File: src/design/sha1bsh_pkg.sv
`timescale 1ns / 1ps
`default_nettype none
// ----------------------------------------------------------------------------
// SHA-1 byte stream hasher package
// Shared types, round constants and the initial hash vector.
// ----------------------------------------------------------------------------
package sha1bsh_pkg;

   localparam int WORD_W      = 32;
   localparam int BLOCK_BYTES = 64;
   localparam int BLOCK_W     = BLOCK_BYTES * 8;
   localparam int ROUNDS      = 80;
   localparam int ROUND_W     = 7;
   localparam int DIGEST_WORDS = 5;
   localparam int INDEX_W     = 3;

   localparam logic REQ_APPEND = 1'b0;
   localparam logic REQ_FINISH = 1'b1;

   localparam logic [7:0] PAD_MARK_BYTE = 8'h80;

   localparam logic [1:0] PHASE_CH  = 2'd0;
   localparam logic [1:0] PHASE_P1  = 2'd1;
   localparam logic [1:0] PHASE_MAJ = 2'd2;
   localparam logic [1:0] PHASE_P2  = 2'd3;

   typedef struct packed {
      logic [WORD_W-1:0] a;
      logic [WORD_W-1:0] b;
      logic [WORD_W-1:0] c;
      logic [WORD_W-1:0] d;
      logic [WORD_W-1:0] e;
   } work_type;

   localparam work_type INIT_VEC = '{
      a: 32'h67452301,
      b: 32'hefcdab89,
      c: 32'h98badcfe,
      d: 32'h10325476,
      e: 32'hc3d2e1f0
   };

   function automatic logic [WORD_W-1:0] round_const(input logic [1:0] phase);
      logic [WORD_W-1:0] k;
      case (phase)
         PHASE_CH:  k = 32'h5a827999;
         PHASE_P1:  k = 32'h6ed9eba1;
         PHASE_MAJ: k = 32'h8f1bbcdc;
         default:   k = 32'hca62c1d6;
      endcase
      return k;
   endfunction

endpackage
`default_nettype wire

File: src/design/sha1bsh_req_if.sv
`timescale 1ns / 1ps
`default_nettype none
// ----------------------------------------------------------------------------
// SHA-1 request channel
// Valid/ready channel carrying one message byte or a finish command.
// ----------------------------------------------------------------------------
interface sha1bsh_req_if;
   logic       valid;
   logic       ready;
   logic       req_type;
   logic [7:0] data_byte;

   modport source (output valid, output req_type, output data_byte, input ready);
   modport sink   (input valid, input req_type, input data_byte, output ready);
endinterface
`default_nettype wire

File: src/design/sha1bsh_rsp_if.sv
`timescale 1ns / 1ps
`default_nettype none
// ----------------------------------------------------------------------------
// SHA-1 response channel
// Valid/ready channel carrying one 32-bit digest word per beat.
// ----------------------------------------------------------------------------
interface sha1bsh_rsp_if;
   logic        valid;
   logic        ready;
   logic [31:0] digest_word;
   logic [2:0]  word_index;
   logic        last_word;

   modport source (output valid, output digest_word, output word_index,
                   output last_word, input ready);
   modport sink   (input valid, input digest_word, input word_index,
                   input last_word, output ready);
endinterface
`default_nettype wire

File: src/design/sha1bsh_round.sv
`timescale 1ns / 1ps
`default_nettype none
// ----------------------------------------------------------------------------
// SHA-1 round unit
// One compression round: selects the boolean function and constant for the
// round index and produces the next working variables.
// ----------------------------------------------------------------------------
module sha1bsh_round (
   input  wire sha1bsh_pkg::work_type                cur,
   input  wire logic [sha1bsh_pkg::WORD_W-1:0]       w,
   input  wire logic [sha1bsh_pkg::ROUND_W-1:0]      round_idx,
   output sha1bsh_pkg::work_type                     nxt
);

   logic [1:0]                    phase;
   logic [sha1bsh_pkg::WORD_W-1:0] f;
   logic [sha1bsh_pkg::WORD_W-1:0] temp;

   always_comb begin
      if (round_idx < 7'd20) begin
         phase = sha1bsh_pkg::PHASE_CH;
      end else if (round_idx < 7'd40) begin
         phase = sha1bsh_pkg::PHASE_P1;
      end else if (round_idx < 7'd60) begin
         phase = sha1bsh_pkg::PHASE_MAJ;
      end else begin
         phase = sha1bsh_pkg::PHASE_P2;
      end
   end

   always_comb begin
      case (phase)
         sha1bsh_pkg::PHASE_CH:  f = (cur.b & cur.c) ^ (~cur.b & cur.d);
         sha1bsh_pkg::PHASE_MAJ: f = (cur.b & cur.c) ^ (cur.b & cur.d) ^ (cur.c & cur.d);
         default:                f = cur.b ^ cur.c ^ cur.d;
      endcase
   end

   assign temp = {cur.a[26:0], cur.a[31:27]} + f + cur.e
               + sha1bsh_pkg::round_const(phase) + w;

   assign nxt.a = temp;
   assign nxt.b = cur.a;
   assign nxt.c = {cur.b[1:0], cur.b[31:2]};
   assign nxt.d = cur.c;
   assign nxt.e = cur.d;

endmodule
`default_nettype wire

File: src/design/sha1_byte_stream_hasher_top.sv
`timescale 1ns / 1ps
`default_nettype none
// ----------------------------------------------------------------------------
// SHA-1 byte stream hasher
// Hashes a byte stream with SHA-1 and returns the 160-bit digest as five
// words on a finish command.
//
//   channel  dir  beat
//   req_ch   in   one message byte (req_type 0) or finish (req_type 1)
//   rsp_ch   out  one digest word, index 0..4, last_word on index 4
//
// The 64th byte of a block starts a compression (80 rounds through the
// single round unit, then the add). A finish appends the padding (9 to 72
// bytes), runs one or two compressions, then returns five response beats.
// req_ch.ready is low while compressing, padding or returning the digest.
// Synchronous reset loads the initial vector and clears the byte count.
// ----------------------------------------------------------------------------
module sha1_byte_stream_hasher_top (
   input  wire logic    clock,
   input  wire logic    reset,
   sha1bsh_req_if.sink   req_ch,
   sha1bsh_rsp_if.source rsp_ch
);

   localparam logic [2:0] ST_IDLE  = 3'd0;
   localparam logic [2:0] ST_PAD   = 3'd1;
   localparam logic [2:0] ST_ROUND = 3'd2;
   localparam logic [2:0] ST_ADD   = 3'd3;
   localparam logic [2:0] ST_OUT   = 3'd4;

   localparam logic [1:0] PAD_MARK = 2'd0;
   localparam logic [1:0] PAD_ZERO = 2'd1;
   localparam logic [1:0] PAD_LEN  = 2'd2;

   localparam int TOP = sha1bsh_pkg::BLOCK_W - 1;

   logic [2:0]                             state_ff, state_in;
   logic [63:0]                            count_ff, count_in;
   logic [63:0]                            bits_ff, bits_in;
   logic [TOP:0]                           buf_ff, buf_in;
   sha1bsh_pkg::work_type                  chain_ff, chain_in;
   sha1bsh_pkg::work_type                  work_ff, work_in;
   sha1bsh_pkg::work_type                  round_out;
   logic [sha1bsh_pkg::ROUND_W-1:0]        round_ff, round_in;
   logic [sha1bsh_pkg::INDEX_W-1:0]        idx_ff, idx_in;
   logic [1:0]                             pad_kind_ff, pad_kind_in;
   logic [2:0]                             len_cnt_ff, len_cnt_in;
   logic                                   fin_ff, fin_in;
   logic                                   done_ff, done_in;
   logic                                   append_en;
   logic [7:0]                             app_byte;
   logic [sha1bsh_pkg::WORD_W-1:0]         sched_word;
   logic [63:0]                            count_inc;

   assign req_ch.ready = (state_ff == ST_IDLE);

   assign sched_word = {buf_ff[TOP-416 -: 32] ^ buf_ff[TOP-256 -: 32]
                        ^ buf_ff[TOP-64 -: 32] ^ buf_ff[TOP -: 32]}
                       << 1
                       | {31'd0, buf_ff[TOP-416-0] ^ buf_ff[TOP-256-0]
                                 ^ buf_ff[TOP-64-0] ^ buf_ff[TOP]};

   assign count_inc = count_ff + 64'd1;

   sha1bsh_round u_round (
      .cur       (work_ff),
      .w         (buf_ff[TOP -: 32]),
      .round_idx (round_ff),
      .nxt       (round_out)
   );

   always_comb begin
      state_in    = state_ff;
      count_in    = count_ff;
      bits_in     = bits_ff;
      buf_in      = buf_ff;
      chain_in    = chain_ff;
      work_in     = work_ff;
      round_in    = round_ff;
      idx_in      = idx_ff;
      pad_kind_in = pad_kind_ff;
      len_cnt_in  = len_cnt_ff;
      fin_in      = fin_ff;
      done_in     = done_ff;
      append_en   = 1'b0;
      app_byte    = 8'h00;

      case (state_ff)
         ST_IDLE: begin
            if (req_ch.valid) begin
               if (req_ch.req_type == sha1bsh_pkg::REQ_FINISH) begin
                  bits_in     = {count_ff[60:0], 3'b000};
                  fin_in      = 1'b1;
                  done_in     = 1'b0;
                  len_cnt_in  = 3'd0;
                  pad_kind_in = PAD_MARK;
                  state_in    = ST_PAD;
               end else begin
                  append_en = 1'b1;
                  app_byte  = req_ch.data_byte;
               end
            end
         end
         ST_PAD: begin
            append_en = 1'b1;
            case (pad_kind_ff)
               PAD_MARK: app_byte = sha1bsh_pkg::PAD_MARK_BYTE;
               PAD_ZERO: app_byte = 8'h00;
               default: begin
                  app_byte   = bits_ff[63:56];
                  bits_in    = {bits_ff[55:0], 8'h00};
                  len_cnt_in = len_cnt_ff + 3'd1;
                  if (len_cnt_ff == 3'd7) begin
                     done_in = 1'b1;
                  end
               end
            endcase
            if (pad_kind_ff != PAD_LEN) begin
               if (count_inc[5:0] == 6'd56) begin
                  pad_kind_in = PAD_LEN;
               end else begin
                  pad_kind_in = PAD_ZERO;
               end
            end
         end
         ST_ROUND: begin
            work_in  = round_out;
            buf_in   = {buf_ff[TOP-32:0], sched_word};
            round_in = round_ff + 7'd1;
            if (round_ff == 7'(sha1bsh_pkg::ROUNDS - 1)) begin
               state_in = ST_ADD;
            end
         end
         ST_ADD: begin
            chain_in.a = chain_ff.a + work_ff.a;
            chain_in.b = chain_ff.b + work_ff.b;
            chain_in.c = chain_ff.c + work_ff.c;
            chain_in.d = chain_ff.d + work_ff.d;
            chain_in.e = chain_ff.e + work_ff.e;
            if (fin_ff && done_ff) begin
               idx_in   = '0;
               state_in = ST_OUT;
            end else if (fin_ff) begin
               state_in = ST_PAD;
            end else begin
               state_in = ST_IDLE;
            end
         end
         ST_OUT: begin
            if (rsp_ch.ready) begin
               if (idx_ff == 3'(sha1bsh_pkg::DIGEST_WORDS - 1)) begin
                  chain_in = sha1bsh_pkg::INIT_VEC;
                  count_in = '0;
                  fin_in   = 1'b0;
                  done_in  = 1'b0;
                  state_in = ST_IDLE;
               end else begin
                  idx_in = idx_ff + 3'd1;
               end
            end
         end
         default: state_in = ST_IDLE;
      endcase

      if (append_en) begin
         buf_in   = {buf_ff[TOP-8:0], app_byte};
         count_in = count_inc;
         if (count_ff[5:0] == 6'd63) begin
            work_in  = chain_ff;
            round_in = '0;
            state_in = ST_ROUND;
         end
      end
   end

   always_ff @(posedge clock) begin
      if (reset) begin
         state_ff    <= ST_IDLE;
         count_ff    <= '0;
         chain_ff    <= sha1bsh_pkg::INIT_VEC;
         round_ff    <= '0;
         idx_ff      <= '0;
         pad_kind_ff <= PAD_MARK;
         len_cnt_ff  <= '0;
         fin_ff      <= 1'b0;
         done_ff     <= 1'b0;
      end else begin
         state_ff    <= state_in;
         count_ff    <= count_in;
         chain_ff    <= chain_in;
         round_ff    <= round_in;
         idx_ff      <= idx_in;
         pad_kind_ff <= pad_kind_in;
         len_cnt_ff  <= len_cnt_in;
         fin_ff      <= fin_in;
         done_ff     <= done_in;
      end
   end

   always_ff @(posedge clock) begin
      bits_ff <= bits_in;
      buf_ff  <= buf_in;
      work_ff <= work_in;
   end

   always_comb begin
      case (idx_ff)
         3'd0:    rsp_ch.digest_word = chain_ff.a;
         3'd1:    rsp_ch.digest_word = chain_ff.b;
         3'd2:    rsp_ch.digest_word = chain_ff.c;
         3'd3:    rsp_ch.digest_word = chain_ff.d;
         default: rsp_ch.digest_word = chain_ff.e;
      endcase
   end

   assign rsp_ch.valid      = (state_ff == ST_OUT);
   assign rsp_ch.word_index = idx_ff;
   assign rsp_ch.last_word  = (idx_ff == 3'(sha1bsh_pkg::DIGEST_WORDS - 1));

`ifndef NO_ASSERTIONS
   a_no_overlap: assert property (@(posedge clock) disable iff (reset)
      rsp_ch.valid |-> !req_ch.ready)
      else $error("response beat while request channel open");

   a_round_range: assert property (@(posedge clock) disable iff (reset)
      (state_ff == ST_ROUND) |-> (round_ff < 7'(sha1bsh_pkg::ROUNDS)))
      else $error("round index out of range");

   a_block_full: assert property (@(posedge clock) disable iff (reset)
      $rose(state_ff == ST_ROUND) |-> (count_ff[5:0] == 6'd0))
      else $error("compression started on a partial block");

   a_digest_restart: assert property (@(posedge clock) disable iff (reset)
      (rsp_ch.valid && rsp_ch.ready && rsp_ch.last_word)
      |=> (count_ff == 64'd0) && req_ch.ready)
      else $error("hasher not restarted after digest");

   a_pad_aligned: assert property (@(posedge clock) disable iff (reset)
      (state_ff == ST_ADD && fin_ff && done_ff) |-> (count_ff[5:0] == 6'd0))
      else $error("padding ended off a block boundary");
`endif

endmodule
`default_nettype wire
File: src/flat_wrapper.sv
// flat-port wrapper written by rule: the top's interface ports become plain ports
module sha1_byte_stream_hasher_top_flat 
  (clock, reset, req_ch_valid, req_ch_req_type, req_ch_data_byte, req_ch_ready, rsp_ch_valid, rsp_ch_digest_word, rsp_ch_word_index, rsp_ch_last_word, rsp_ch_ready);
  sha1bsh_req_if req_ch_i ();
  sha1bsh_rsp_if rsp_ch_i ();
  input  wire logic clock;
  input  wire logic reset;
  input wire logic [$bits(req_ch_i.valid)-1:0] req_ch_valid;
  input wire logic [$bits(req_ch_i.req_type)-1:0] req_ch_req_type;
  input wire logic [$bits(req_ch_i.data_byte)-1:0] req_ch_data_byte;
  output wire logic [$bits(req_ch_i.ready)-1:0] req_ch_ready;
  output wire logic [$bits(rsp_ch_i.valid)-1:0] rsp_ch_valid;
  output wire logic [$bits(rsp_ch_i.digest_word)-1:0] rsp_ch_digest_word;
  output wire logic [$bits(rsp_ch_i.word_index)-1:0] rsp_ch_word_index;
  output wire logic [$bits(rsp_ch_i.last_word)-1:0] rsp_ch_last_word;
  input wire logic [$bits(rsp_ch_i.ready)-1:0] rsp_ch_ready;
  assign req_ch_i.valid = req_ch_valid;
  assign req_ch_i.req_type = req_ch_req_type;
  assign req_ch_i.data_byte = req_ch_data_byte;
  assign req_ch_ready = req_ch_i.ready;
  assign rsp_ch_valid = rsp_ch_i.valid;
  assign rsp_ch_digest_word = rsp_ch_i.digest_word;
  assign rsp_ch_word_index = rsp_ch_i.word_index;
  assign rsp_ch_last_word = rsp_ch_i.last_word;
  assign rsp_ch_i.ready = rsp_ch_ready;
  sha1_byte_stream_hasher_top u_core (.clock(clock), .reset(reset), .req_ch(req_ch_i), .rsp_ch(rsp_ch_i));
endmodule
File: config.mk
export PLATFORM = sky130hd
export DESIGN_NAME = sha1_byte_stream_hasher_top_flat
export DESIGN_NICKNAME = d
export VERILOG_FILES = /design/src/design/sha1bsh_pkg.sv /design/src/design/sha1bsh_req_if.sv /design/src/design/sha1bsh_rsp_if.sv /design/src/design/sha1bsh_round.sv /design/src/design/sha1_byte_stream_hasher_top.sv /design/src/flat_wrapper.sv
export SDC_FILE = /design/constraint.sdc
export NUM_CORES = 2
export LEC_CHECK = 0
export ABC_AREA = 1
export BUFFER_PORTS_ARGS = -buffer_cell sky130_fd_sc_hd__buf_2
export CAP_MARGIN = 0
export CORE_MARGIN = 2
export CORE_UTILIZATION = 40
export CTS_BUF_LIST = sky130_fd_sc_hd__clkbuf_8
export DETAILED_ROUTE_END_ITERATION = 8
export MAX_ROUTING_LAYER = met4
export PLACE_DENSITY_LB_ADDON = 0.25
export RECOVER_POWER = 50
export SLEW_MARGIN = 10
export SYNTH_ARGS = -nofsm -noshare
export SYNTH_HDL_FRONTEND = slang
export SYNTH_SLANG_ARGS = --single-unit
File: constraint.sdc
create_clock -name clock -period 19.7 [get_ports clock]
set_input_delay 2.955 -clock clock [delete_from_list [all_inputs] [get_ports clock]]
set_output_delay 2.955 -clock clock [all_outputs]
set_load 0.05 [all_outputs]
==> impl_metrics.yaml <==
synth:
  syn_area_sq_um: 59200
  synth.distinct_cells: 51
  synth-seq-cells: 974
  yosysWarnings: 0
  synth_enable_flop_cells: 573
  synthTopCellsByCount: "nand2_1 (3003), inv_1 (729), edfxtp_1 (573), nor2_1 (497), o21ai_0 (496)"
  synth_top_area_share: 0.291
  synth_area_leaders: "edfxtp_1 (29%), nand2_1 (19%), dfxtp_1 (14%), inv_1 (4.6%), ha_1 (4.3%)"
  seq_area_frac_synth: 0.426
  syn_inst: 7870
  avgSynthCellArea_sq_um: 7.52
  async_reset_ff_frac: 0
  syn-num-nets: 8213
  yosysMostFrequentCell: "nand2_1"
  synth_top_area_cell: "edfxtp_1"
  synthFlopType: "edfxtp_1"
hold_path:
  hp-start: "u_core.count_ff[19]$_SDFFE_PP0P_"
  min_to: "u_core.count_ff[19]$_SDFFE_PP0P_"
  min_path_cells: 2
  hold_class: "reg -> reg"
die:
  num_rows: 141
  fp.dieArea_sq_um: 151000
  coreArea_sq_um: 147000
  die_y_um: 389
  io_pins: 51
  die_x_um: 389
  start_util: 0.402
timing:
  slew_headroom: -1.74
  finalHoldViolCount: 0
  min_period_ns: 12.18
  clock.fmax_mhz: 82.1
  skew_ns: 0.0652
  timing.hold.ws_ns: 0.469
  setup_violations: 0
  worst_slack_ns: 7.52
  rsz0062_at_grt: "false"
  drv_slew: 1054
  tightestPinTransition_ns: 4.11
  tns_ns: 0
  period_share: 0.618
clocking:
  cts_buffers: 179
  ctsLongestPathBuffers: 3
  cts_hold_buf: 0
  cts_tree: "done"
  root_buffer: "clkbuf_8"
  cts.sinks: 974
  cts-resized-gates: 0
  clk_pin_slew_ns: 0.06
  h-tree-depth: 4
  postCtsSetupRepairBufs: 0
  clock_latency_ns: 0.96
finish:
  finalCoreUtilization: 0.437
  layout.nets: 8181
  fill_cells: 15100
  area_delta_synth_final_pct: 8.84
  drive_gt1_frac: 0.0441
drt:
  antenna_left: 0
  dr.pass1.iters: 8
  drt_iter0_drc: 5611
  wire_per_inst_um: 21.4
  viasPerCell: 5.41
  drcViolationCount: 0
  drt-total-wl_mm: 212
  vias: 53600
grt:
  grt_pass1_vias: 49600
  antenna_found_initial: 5
  grt_use_total: 0.282
  met1_usage: 0.379
  grt_max_degree: 208
  grt_first_pass_wirelength_mm: 314
  busiest_layer: "met2"
  use_met3: 0.0402
  overflow: 0
  grtUsageMet2: 0.421
power_and_ir_drop:
  swShare: 0.402
  p_int_uw: 4310
  p_switching_uw: 2900
  p_per_area_nw_per_um2: 112
  p_leak_uw: 0.0281
  irDropWorstVdd_uv: 80.4
  clkPwrFrac: 0.275
  seq_power_share: 0.375
  combPwrFrac: 0.350
setup_path:
  path_max_fanout: 123
  crit_path_end_kind: "register"
  rr_endpoint: "u_core.round_ff[4]$_SDFF_PP0_"
  r2r_slack_ns: 8.68
  required_ns: 20.49
  cp.arrival_ns: 12.97
  startpoint_type: "input port"
  r2r_start: "u_core.state_ff[2]$_SDFF_PP0_"
  crit_type: "in -> reg"
  reg2regPathDepth: 10
place:
  portBuffers: 50
  dp_hpwl_mm: 155
  gp_congestion: 1.04
  dpl_worst_slack_ns: 11.91
status:
  violations: "max-capacitance violations, max-slew violations"
  status: "finished, violations left"
run:
  max_cap_viol_count: 16
## metal layers
| layer | wire, um | up-vias |
|---|---|---|
| met5 | 0 | - |
| met2 | 93400 | 1981 |
| li1 | - | 25800 |
| met3 | 14200 | 401 |
| met1 | 93500 | 25400 |
| met4 | 10500 | 0 |
## sequential cells by signal, summed over array words and instances, names as in the netlist
signal / count
u_core.state_ff: 3
u_core.fin_ff: 1
u_core.chain_ff: 160
u_core.done_ff: 1
u_core.bits_ff: 61
u_core.buf_ff: 512
u_core.rsp_ch.word_index: 3
u_core.len_cnt_ff: 3
u_core.round_ff: 7
u_core.work_ff: 160
u_core.count_ff: 61
u_core.pad_kind_ff: 2
## power groups by stage
stage	Sequential, uW	Combinational [uW]	Clock, uW
detailed placement	2730	2470	0
global placement	2740	2460	0
floorplan	2680	1770	0
global route	2720	2850	2110
CTS	2700	2490	2030
finish	2710	2520	1980
## cell usage in the layout, fill, tap and decap left out, types with 53 or more instances in the layout
cell type  instances
ha_1             205
nand3_1          353
clkbuf_8         208
nor2_1           495
edfxtp_1         573
nand4_1           83
fa_1             125
o21ai_0          496
nor3_1            81
o211ai_1          53
inv_1            787
xnor2_1           99
a21oi_1          485
a31oi_1          114
nand2_1         3006
dfxtp_1          401
## layout make-up
cell class	count	area, sq um	share of cell area
diodes	6	15.0	0.000233
clock buffers	208	2860	0.0445
clock inverters	108	728	0.0113
inverters	738	2780	0.0432
multi-input cells	5853	29800	0.463
flip-flops and latches	974	25200	0.392
well taps	1930	2410	0.0375
repair buffers	92	571	0.00886
## worst max-delay path: stages
cell	delay (ns)
buf_2	0.10
inv_1	0.07
nand3_1	0.14
nand2_1	2.74
nand2_1	3.76
inv_1	2.45
nor2_1	0.13
inv_1	0.30
nor2_1	0.08
## kinds of logic after synthesis
group,share of synthesized area
DFF,0.426
muxes,0.00169
adders and majority gates,0.0856
xor gates and xnor gates,0.0212
AOI/OAI and AO/OA,0.119
and+or+nand+nor,0.276
buffers and inverters,0.0700
## how the worst max path moves through the flow
| stage | startpoint | end | slack (ns) |
|---|---|---|---|
| 6_report | req_ch_req_type | u_core.round_ff[4]$_SDFF_PP0_ | 7.52 |
| 5_1_grt | req_ch_req_type | u_core.round_ff[4]$_SDFF_PP0_ | 6.77 |
| 4_1_cts | u_core.rsp_ch.word_index[0]$_SDFFE_PP0P_ | rsp_ch_digest_word[4] | 12.45 |
| 3_5_place_dp | req_ch_req_type | u_core.buf_ff[40]$_DFFE_PP_ | 11.91 |
| 3_3_place_gp | req_ch_req_type | u_core.buf_ff[48]$_DFFE_PP_ | 11.90 |
| 2_1_floorplan | req_ch_req_type | u_core.buf_ff[0]$_DFFE_PP_ | 4.13 |
## through the flow
stage,total power [uW],cells,area (sq um)
finish,7210,9909,64400
global route,7680,9909,64400
CTS,7210,9903,64500
detailed placement,5200,9587,60900
global placement,5190,9587,60900
floorplan,4450,7870,59200
Power figures use the tool's default switching activity.
